<file path="src/rtl/ilie_pkg.sv">
// ----------------------------------------------------------------------------
// ilie_pkg
// Shared types and codes for the indexed list insert/erase core.
// ----------------------------------------------------------------------------
`default_nettype none

package ilie_pkg;

    localparam int ACTION_W = 3;
    localparam int INDEX_W  = 5;
    localparam int VALUE_W  = 32;
    localparam int COUNT_W  = 5;
    localparam int STATUS_W = 2;

    typedef logic [ACTION_W-1:0] action_t;
    typedef logic [STATUS_W-1:0] status_t;

    localparam action_t ACT_READ   = 3'd0;
    localparam action_t ACT_INSERT = 3'd1;
    localparam action_t ACT_ERASE  = 3'd2;
    localparam action_t ACT_PUSH   = 3'd3;
    localparam action_t ACT_POP    = 3'd4;
    localparam action_t ACT_CLEAR  = 3'd5;
    localparam action_t ACT_RESIZE = 3'd6;
    localparam action_t ACT_ASSIGN = 3'd7;

    localparam status_t ST_OK    = 2'd0;
    localparam status_t ST_INDEX = 2'd1;
    localparam status_t ST_FULL  = 2'd2;
    localparam status_t ST_EMPTY = 2'd3;

endpackage

`default_nettype wire

</file>
<file path="src/rtl/ilie_ram.sv">
// ----------------------------------------------------------------------------
// ilie_ram
// Generic single-write, single-read RAM with a registered read port.
// ----------------------------------------------------------------------------
`default_nettype none

module ilie_ram #(
    parameter int WIDTH = 32,
    parameter int DEPTH = 16,
    parameter int AW    = (DEPTH > 1) ? $clog2(DEPTH) : 1
) (
    input  wire logic             aclk,
    input  wire logic             we,
    input  wire logic [AW-1:0]    waddr,
    input  wire logic [WIDTH-1:0] wdata,
    input  wire logic [AW-1:0]    raddr,
    output logic      [WIDTH-1:0] rdata
);

    logic [WIDTH-1:0] mem_reg [DEPTH];
    logic [WIDTH-1:0] rdata_reg;

    always_ff @(posedge aclk) begin
        if (we) begin
            mem_reg[waddr] <= wdata;
        end
        rdata_reg <= mem_reg[raddr];
    end

    assign rdata = rdata_reg;

endmodule

`default_nettype wire

</file>
<file path="src/rtl/indexed_list_insert_erase_core.sv">
// ----------------------------------------------------------------------------
// indexed_list_insert_erase_core
// Bounded ordered list of signed 32-bit entries with read, insert, erase,
// push, pop, clear, resize and assign, one result per transaction.
// ----------------------------------------------------------------------------
// The list lives in one RAM with a registered read port, and a small sequencer
// moves one entry at a time, read in S_STEP and written in S_MOVE. A transaction
// is accepted in S_IDLE and checked in S_DECODE; then a read captures the RAM
// output in S_RDCAP, an insert or erase shifts entries through S_STEP and
// S_MOVE, a resize or assign writes its entries in S_STEP, and push, pop, clear
// and every rejected transaction go straight to S_DONE. S_DONE moves the result
// into the output register, where it sits until taken. The input is ready again
// once the result has moved there; a following result waits in the sequencer
// until the output register is free. Entry moves are bounded by the single RAM port pair.
`default_nettype none

module indexed_list_insert_erase_core
    import ilie_pkg::*;
#(
    parameter int DEPTH = 16
) (
    input  wire logic        aclk,
    input  wire logic        aresetn,
    input  wire logic        s_tvalid,
    output logic             s_tready,
    // action[2:0], index[7:3], value[39:8], count[44:40], zero pad[47:45]
    input  wire logic [47:0] s_tdata,
    output logic             m_tvalid,
    input  wire logic        m_tready,
    // read_value[31:0], length_now[36:32], is_empty[37], status[39:38]
    output logic      [39:0] m_tdata
);

    localparam int AW = (DEPTH > 1) ? $clog2(DEPTH) : 1;
    localparam int LW = $clog2(DEPTH + 1);
    localparam int CW = ((LW > INDEX_W) ? LW : INDEX_W) + 1;
    localparam logic [CW-1:0] DEPTH_C = CW'(DEPTH);

    localparam logic [2:0] S_IDLE   = 3'd0;
    localparam logic [2:0] S_DECODE = 3'd1;
    localparam logic [2:0] S_STEP   = 3'd2;
    localparam logic [2:0] S_MOVE   = 3'd3;
    localparam logic [2:0] S_RDCAP  = 3'd4;
    localparam logic [2:0] S_DONE   = 3'd5;

    logic [2:0]         state_reg, state_next;
    logic [LW-1:0]      len_reg, len_next;
    logic [CW-1:0]      ptr_reg, ptr_next;
    action_t            act_reg;
    logic [INDEX_W-1:0] idx_reg;
    logic [VALUE_W-1:0] val_reg;
    logic [COUNT_W-1:0] cnt_reg;
    logic [VALUE_W-1:0] rd_reg, rd_next;
    status_t            st_reg, st_next;
    logic               m_tvalid_reg, m_tvalid_next;
    logic [39:0]        m_tdata_reg;

    logic [CW-1:0]      len_ext, idx_ext, cnt_ext;
    logic [CW-1:0]      ptr_dec, ptr_inc;
    logic               we;
    logic [AW-1:0]      waddr, raddr;
    logic [VALUE_W-1:0] wdata, rdata;
    logic               out_load;

    assign len_ext = CW'(len_reg);
    assign idx_ext = CW'(idx_reg);
    assign cnt_ext = CW'(cnt_reg);
    assign ptr_dec = ptr_reg - 1'b1;
    assign ptr_inc = ptr_reg + 1'b1;

    assign out_load = (state_reg == S_DONE) && (!m_tvalid_reg || m_tready);

    always_comb begin
        case (act_reg)
            ACT_INSERT: raddr = ptr_dec[AW-1:0];
            ACT_ERASE:  raddr = ptr_inc[AW-1:0];
            default:    raddr = idx_ext[AW-1:0];
        endcase
    end

    ilie_ram #(
        .WIDTH(VALUE_W),
        .DEPTH(DEPTH)
    ) u_ram (
        .aclk (aclk),
        .we   (we),
        .waddr(waddr),
        .wdata(wdata),
        .raddr(raddr),
        .rdata(rdata)
    );

    always_comb begin
        state_next = state_reg;
        len_next   = len_reg;
        ptr_next   = ptr_reg;
        rd_next    = rd_reg;
        st_next    = st_reg;
        we         = 1'b0;
        waddr      = ptr_reg[AW-1:0];
        wdata      = val_reg;
        case (state_reg)
            S_IDLE: begin
                if (s_tvalid) begin
                    state_next = S_DECODE;
                end
            end
            S_DECODE: begin
                rd_next    = '0;
                st_next    = ST_OK;
                state_next = S_DONE;
                case (act_reg)
                    ACT_READ: begin
                        if (idx_ext >= len_ext) begin
                            st_next = ST_INDEX;
                        end else begin
                            state_next = S_RDCAP;
                        end
                    end
                    ACT_INSERT: begin
                        if (idx_ext > len_ext) begin
                            st_next = ST_INDEX;
                        end else if (len_ext >= DEPTH_C) begin
                            st_next = ST_FULL;
                        end else begin
                            ptr_next   = len_ext;
                            state_next = S_STEP;
                        end
                    end
                    ACT_ERASE: begin
                        if (idx_ext >= len_ext) begin
                            st_next = ST_INDEX;
                        end else begin
                            ptr_next   = idx_ext;
                            state_next = S_STEP;
                        end
                    end
                    ACT_PUSH: begin
                        if (len_ext >= DEPTH_C) begin
                            st_next = ST_FULL;
                        end else begin
                            we       = 1'b1;
                            waddr    = len_ext[AW-1:0];
                            len_next = len_reg + 1'b1;
                        end
                    end
                    ACT_POP: begin
                        if (len_reg == '0) begin
                            st_next = ST_EMPTY;
                        end else begin
                            len_next = len_reg - 1'b1;
                        end
                    end
                    ACT_CLEAR: begin
                        len_next = '0;
                    end
                    ACT_RESIZE: begin
                        if (cnt_ext > DEPTH_C) begin
                            st_next = ST_FULL;
                        end else begin
                            ptr_next   = len_ext;
                            state_next = S_STEP;
                        end
                    end
                    default: begin
                        if (cnt_ext > DEPTH_C) begin
                            st_next = ST_FULL;
                        end else begin
                            ptr_next   = '0;
                            state_next = S_STEP;
                        end
                    end
                endcase
            end
            S_STEP: begin
                case (act_reg)
                    ACT_INSERT: begin
                        if (ptr_reg > idx_ext) begin
                            state_next = S_MOVE;
                        end else begin
                            we         = 1'b1;
                            len_next   = len_reg + 1'b1;
                            state_next = S_DONE;
                        end
                    end
                    ACT_ERASE: begin
                        if (ptr_inc < len_ext) begin
                            state_next = S_MOVE;
                        end else begin
                            len_next   = len_reg - 1'b1;
                            state_next = S_DONE;
                        end
                    end
                    default: begin
                        if (ptr_reg < cnt_ext) begin
                            we       = 1'b1;
                            ptr_next = ptr_inc;
                        end else begin
                            len_next   = LW'(cnt_ext);
                            state_next = S_DONE;
                        end
                    end
                endcase
            end
            S_MOVE: begin
                we         = 1'b1;
                wdata      = rdata;
                ptr_next   = (act_reg == ACT_INSERT) ? ptr_dec : ptr_inc;
                state_next = S_STEP;
            end
            S_RDCAP: begin
                rd_next    = rdata;
                state_next = S_DONE;
            end
            S_DONE: begin
                if (out_load) begin
                    state_next = S_IDLE;
                end
            end
            default: begin
                state_next = S_IDLE;
            end
        endcase
    end

    always_comb begin
        m_tvalid_next = m_tvalid_reg;
        if (out_load) begin
            m_tvalid_next = 1'b1;
        end else if (m_tready) begin
            m_tvalid_next = 1'b0;
        end
    end

    always_ff @(posedge aclk) begin
        if (!aresetn) begin
            state_reg    <= S_IDLE;
            len_reg      <= '0;
            m_tvalid_reg <= 1'b0;
        end else begin
            state_reg    <= state_next;
            len_reg      <= len_next;
            m_tvalid_reg <= m_tvalid_next;
        end
    end

    always_ff @(posedge aclk) begin
        ptr_reg <= ptr_next;
        rd_reg  <= rd_next;
        st_reg  <= st_next;
        if (s_tvalid && s_tready) begin
            act_reg <= s_tdata[2:0];
            idx_reg <= s_tdata[7:3];
            val_reg <= s_tdata[39:8];
            cnt_reg <= s_tdata[44:40];
        end
        if (out_load) begin
            m_tdata_reg <= {st_reg, (len_reg == '0), COUNT_W'(len_reg), rd_reg};
        end
    end

    assign s_tready = (state_reg == S_IDLE);
    assign m_tvalid = m_tvalid_reg;
    assign m_tdata  = m_tdata_reg;

`ifndef SYNTH
    a_len_bound: assert property (@(posedge aclk) disable iff (!aresetn)
        CW'(len_reg) <= DEPTH_C)
        else $error("list length exceeds the store depth");

    a_out_hold: assert property (@(posedge aclk) disable iff (!aresetn)
        (m_tvalid && !m_tready) |=> (m_tvalid && $stable(m_tdata)))
        else $error("result changed while waiting to be taken");

    a_busy_after_accept: assert property (@(posedge aclk) disable iff (!aresetn)
        (s_tvalid && s_tready) |=> !s_tready)
        else $error("input ready in the cycle after a transaction");

    a_len_hold_idle: assert property (@(posedge aclk) disable iff (!aresetn)
        (state_reg == S_IDLE) |=> $stable(len_reg))
        else $error("length changed while idle");
`endif

endmodule

`default_nettype wire
</file>
<file path="config.mk">
export PLATFORM = sky130hd
export DESIGN_NAME = indexed_list_insert_erase_core
export DESIGN_NICKNAME = d
export VERILOG_FILES = /design/src/rtl/ilie_pkg.sv /design/src/rtl/ilie_ram.sv /design/src/rtl/indexed_list_insert_erase_core.sv
export SDC_FILE = /design/constraint.sdc
export NUM_CORES = 1
export LEC_CHECK = 0
export ABC_AREA = 0
export BUFFER_PORTS_ARGS = -buffer_cell sky130_fd_sc_hd__clkbuf_2
export CAP_MARGIN = 20
export CORE_MARGIN = 2
export CORE_UTILIZATION = 55
export DETAILED_ROUTE_END_ITERATION = 12
export PLACE_DENSITY = 0.7
export SLEW_MARGIN = 20
export SYNTH_ARGS = -nofsm -noshare
export SYNTH_HDL_FRONTEND = slang
export SYNTH_SLANG_ARGS = --single-unit
export TNS_END_PERCENT = 100
</file>
<file path="constraint.sdc">
create_clock -name aclk -period 5.9 [get_ports aclk]
set_clock_uncertainty 0.15 [all_clocks]
set_input_delay 0.295 -clock aclk [delete_from_list [all_inputs] [get_ports aclk]]
set_output_delay 0.295 -clock aclk [all_outputs]
set_load 0.05 [all_outputs]
</file>
==> results of run 1 <==
==> area by class of cell <==
cell class,count,area share
inverter,24,0.00287
clock buffer,97,0.0627
tap,664,0.0265
sequential,678,0.636
clock inverter,29,0.0104
multi-input combinational,1103,0.220
timing repair buffer,179,0.0410
==> per-stage QoR <==
step | cell area [µm²] | cells
global route | 31300 | 2774
detailed placement | 28600 | 2601
floorplan | 27400 | 1924
global placement | 28600 | 2601
finish | 31300 | 2774
CTS | 31300 | 2774
==> metal layers <==
layer	wire length, µm	track usage	up-vias
met5	0	0	-
met4	1330	0.0797	0
met3	3950	0.0330	94
met2	30300	0.406	616
met1	26300	0.328	8125
li1	-	-	7510
==> power groups by stage <==
stage	logic [µW]	clock network [µW]	registers (µW)
floorplan	1630	0	5940
global placement	2170	0	5990
detailed placement	2220	0	5990
CTS	2250	4440	5890
global route	2460	4630	5920
finish	2260	4380	5890
==> worst max-delay path: cells and delay by family (launching register included) <==
kind / cells / cell delay, ns
compound gates: 3 / 1.04
buf+inv: 1 / 0.43
flops: 1 / 0.55
fa+ha+maj: 1 / 0.37
simple gates: 3 / 1.20
==> logic make-up after synthesis <==
logic type                 share of synthesized area
adders and majority gates                     0.0100
xor gates and xnor gates                     0.00351
muxes                                         0.0489
buffers and inverters                         0.0276
DFF                                            0.727
and+or+nand+nor                                0.116
AOI/OAI and AO/OA                             0.0663
==> layout by cell type, fill, tap and decap left out, types with 5 or more instances in the layout <==
cell,count
a221oi_1,6
and2_1,37
a21oi_1,27
mux2_2,32
xnor2_1,9
clkbuf_8,7
clkinv_1,9
clkbuf_16,72
ha_1,22
nand2_1,418
clkinvlp_4,5
a32o_1,32
edfxtp_1,637
nor2_1,26
a211oi_1,5
a221o_1,32
mux2i_1,98
nand3_1,82
clkbuf_1,18
nand2b_1,7
dlygate4sd3_1,47
bufinv_16,6
clkbuf_2,90
o211ai_1,6
clkinv_2,6
inv_1,23
o21ai_0,20
and3_1,63
nor3_1,13
buf_4,38
a31oi_1,69
nor2_4,17
dfxtp_1,41
==> final timing paths <==
kind                      startpoint                         endpoint  slack, ns  cells past startpoint
min reg2reg  rd_reg[2]$_SDFFCE_PN0P_             m_tdata[2]$_DFFE_PP_       0.25                      0
min                         s_tvalid        state_reg[2]$_SDFFE_PN0P_       0.04                      4
max reg2reg     ptr_reg[1]$_DFFE_PP_  u_ram.mem_reg[13][31]$_DFFE_PP_       1.84                      8
max             ptr_reg[1]$_DFFE_PP_  u_ram.mem_reg[13][31]$_DFFE_PP_       1.84                      8
==> impl_results.md, run 1 <==
- Layout Area Growth over Synthesis: 14.3%
- CTS Buffer Depth: 3
- Yosys reg bits: around 680
- Syn Nets: ~2000
- Highest-delay cell along the critical path: nor2_4
- Die H: roughly 230 µm
- CP endpoint kind: register
- Synth unique cells: 75
- Post-CTS setup buffer count: 0
- Worst hold path class: input pin to register
- CP Class: register to register
- Resized cells post-CTS: 0
- PwrDens: about 400 nW/µm²
- GP Congestion: 0.907
- Storage cell area: 19900 µm²
- Clock Tree Root: clkbuf_16
- IO buf count: 90
- Crit path DAT: about 4.2 ns
- Die W: approximately 230 µm
- Hold WS: 0.0424 ns
- Logic pwr share: 0.180
- Ys async rst share: 0
- Clock power share: 0.349
- CTS buffer count: 70
- Vias in the first global route: around 16000
- Synth top area cells: edfxtp_1 70%, nand2_1 5.7%, mux2i_1 3.6%
- Via-to-Cell Ratio: between 5 and 6
- Final Hold Viols: 0
- Worst-Skew Late Latency: around 0.60 ns
- Post-synth EDFFs: 637
- RSZ-0062 raised after global routing: no
- Area occupied by multi-input gates: 6900 µm²
- Max IR drop VDD: ~0.00025 V
- Final setup viols: 0
- Initial antenna violation count: 0
- Final HPWL DP: about 33 mm
- Setup TNS: 0 ns
- Cell Rows: 81
- CP Cell Sequence: ha_1, a2111oi_1, o21a_1, a311oi_1, nor2_1, nand2_1, nor2_4, buf_4
- Antenna cells: 0
- Overflow after GRT: 0
- Worst path required time: approximately 6.0 ns
- Total Nets Final: 2130
- Synth top area share: 0.698
- Psw: 3430 µW
- WL final: 61.9 mm
- CP max FO: 17
- CTS clk-pin slew, worst paths: 0.05 ns
- DRT iter0 DRCs: 1530
- Initial DRT Pass Iterations: 5
- Final Util: 0.639
- Switch share: 0.273
- Syn_area_per_cell: 14.3 µm²
- Internal power: 9110 µW
- Tot GR Track Use: 0.242
- Syn. warnings: 0
- Max-Cap Viols: 0
- Fmax: between 200 and 250 MHz
- Fill cell count: between 3000 and 4000
- Via count: roughly 16000
- Largest net degree at the start of global routing: about 190
- H-tree depth: 3
- Total core area: 49100 µm²
- Leading area contributor after synthesis: edfxtp_1
- First-pass GRT wire length: about 93 mm
- CTS tree: yes
- Post-Synthesis Cells: between 1500 and 2000
- Pleak: ~0.011 µW
- Sequential element share of the synthesized area: 0.727
- DRT antenna net count: 0
- Crit-path max cell delay: roughly 0.74 ns
- Rel. slew slack: 0.277
- Largest register FFs: between 500 and 600
- Most used DFF post-synth: edfxtp_1
- Synthesized cell area: 27400 µm²
- Layout cell share with drive strength beyond 1: 0.145
- Pins Over Slew Limit: 0
- Routed WL per cell: between 20 and 25 µm
- Period Utilization, post-route: 0.689
- Final worst slack: between 1.5 and 2 ns
- Post-Place Setup Slack: 1.85 ns
- Sequential power share: 0.470
- Status: completed
- Overall power: around 13000 µW
- Hold_buf cts: between 40 and 50
- Synth cell count leaders: 637 x edfxtp_1, 419 x nand2_1, 98 x mux2i_1
- Count leader, synth: edfxtp_1
- Num Clock Sinks: around 680
- Startpoint Class: register
- Boundary pin count: between 90 and 100
- Least-Margin Pin Slew: 1.08 ns
- Initial Utilization: 0.559
- Die ar.: 51700 µm²
- DRC: 0
- Minimum clock period: approximately 4.1 ns
(Power assumes the default switching activity.)
==> run 2: changes to the inputs <==
Clock period 5.9 ns to 3.75 ns, I/O delays scaled along.
==> impl_results.md, run 2 (synthesized netlist as in run 1, its figures left out) <==
- Storage cell area: ~20000 µm²
- Overall power: around 20000 µW
- Pins Over Slew Limit: 0
- Area occupied by multi-input gates: roughly 7000 µm²
- GP Congestion: 0.888
- Period Utilization, post-route: 0.941
- CTS tree: yes
- Resized cells post-CTS: 0
- Final Hold Viols: 0
- Total Nets Final: roughly 2200
- Worst path required time: around 3.9 ns
- Initial antenna violation count: 1
- Max-Cap Viols: 0
- Reg-to-reg slack, setup: approximately 0.22 ns
- Highest-delay cell along the critical path: a311oi_1
- H-tree depth: 3
- DRC: 0
- Status: completed
- Least-Margin Pin Slew: between 1 and 1.5 ns
- Post-CTS setup buffer count: 0
- Total core area: between 40000 and 50000 µm²
- Layout cell share with drive strength beyond 1: 0.162
- Minimum clock period: between 3 and 4 ns
- Die W: about 230 µm
- Worst-Skew Late Latency: around 0.6 ns
- CTS clk-pin slew, worst paths: ~0.06 ns
- Antenna cells: 0
- Final instance area: between 30000 and 40000 µm²
- Largest register FFs: just over 500
- Layout Area Growth over Synthesis: 16.1%
- CP endpoint kind: register
- CP Cell Sequence: ha_1, o211ai_1, a21oi_1, o21ai_0, a311oi_1, nor2b_1, nand2_1, nor2_4, buf_4
- CP max FO: 12
- Worst hold path class: input pin to register
- Tot GR Track Use: 0.246
- Most common cell after layout, fill and taps aside: edfxtp_1
- Clock Tree Root: clkbuf_16
- Placed cell areas: between 20000 and 30000 µm²
- Initial Utilization: 0.559
- Boundary pin count: 94
- PwrDens: 624 nW/µm²
- Fmax: between 200 and 300 MHz
- Most frequent cells in the layout: 637 x edfxtp_1, 418 x nand2_1, 98 x mux2i_1, 90 x clkbuf_2, 82 x nand3_1
- Final Util: 0.649
- CP Class: register to register
- Final HPWL DP: 35.2 mm
- Overflow after GRT: 0
- IO buf count: 90
- Rel. slew slack: 0.234
- CTS Buffer Depth: 3
- CTS buffer count: between 70 and 80
- Largest net degree at the start of global routing: 102
- Crit path DAT: around 3.7 ns
- RSZ-0062 raised after global routing: no
- Setup TNS: 0 ns
- First-pass GRT wire length: 94.4 mm
- Pleak: roughly 0.011 µW
- Routed WL per cell: between 20 and 25 µm
- Final setup viols: 0
- Die H: between 200 and 250 µm
- Cell Rows: 81
- Die ar.: around 52000 µm²
- Via count: roughly 17000
- Fill cell count: 3500
- WL final: between 60 and 70 mm
- Num Clock Sinks: slightly below 700
- Via-to-Cell Ratio: ~5.9
- Initial DRT Pass Iterations: 5
- Crit-path max cell delay: ~0.8 ns
- DRT iter0 DRCs: 1448
- Startpoint Class: register
- Vias in the first global route: between 15000 and 20000
- DRT antenna net count: 0
- Max IR drop VDD: ~0.00034 V
## run 2: cell type report
type                            count  share of cell area
Clock inverter                     33             0.00888
Multi-Input combinational cell   1103               0.217
Tap cell                          664              0.0261
Clock buffer                       98              0.0639
Timing Repair Buffer              213              0.0552
Inverter                           24             0.00283
Sequential cell                   678               0.626
## run 2: per-layer routing
metal | share of wire | track usage | up-vias | wire length [µm]
met1 | 0.43 | 0.347 | 8264 | 26700
met5 | 0 | 0 | - | 0
met2 | 0.48 | 0.395 | 643 | 30000
li1 | - | - | 7577 | -
met4 | 0.028 | 0.0856 | 0 | 1750
met3 | 0.065 | 0.0365 | 111 | 4100
## run 2: per-stage QoR
step / std cells / hold slack (ns) / setup WS [ns]
6_report: 2813 / 0.147 / 0.220
5_1_grt: 2813 / 0.137 / 0.102
4_1_cts: 2813 / 0.119 / 0.310
3_5_place_dp: 2634 / 0.216 / 0.335
3_3_place_gp: 2634 / 0.215 / 0.315
2_1_floorplan: 1924 / 0.136 / -0.0567
## run 2: worst max-delay path, delay by kind of cell (launching register included)
family | cells | cell delay (ns)
flip-flops | 1 | 0.57
adder cells (fa/ha/maj) | 1 | 0.39
AND/OR/NAND/NOR | 3 | 0.62
AO/OA/AOI/OAI | 4 | 1.24
buffers and inverters | 1 | 0.27
## run 2: where the power goes
part | switching [µW] | internal, µW
logic | 2450 | 1330
clock network | 2770 | 4080
registers | 224 | 9020
total | 5440 | 14400
## run 2: path summary, 6_finish.rpt
path | start | to | cells after the start
setup / recovery | ptr_reg[3]$_DFFE_PP_ | u_ram.mem_reg[12][5]$_DFFE_PP_ | 9
hold / removal | s_tdata[29] | val_reg[21]$_DFFE_PP_ | 2
hold reg to reg | rd_reg[30]$_SDFFCE_PN0P_ | m_tdata[30]$_DFFE_PP_ | 0
setup reg to reg | ptr_reg[3]$_DFFE_PP_ | u_ram.mem_reg[12][5]$_DFFE_PP_ | 9
## run 2: what timing repair did
item	in CTS	in global routing
hold endpoints to repair	54	0
setup endpoints to repair	0	0
hold buffers	48	0
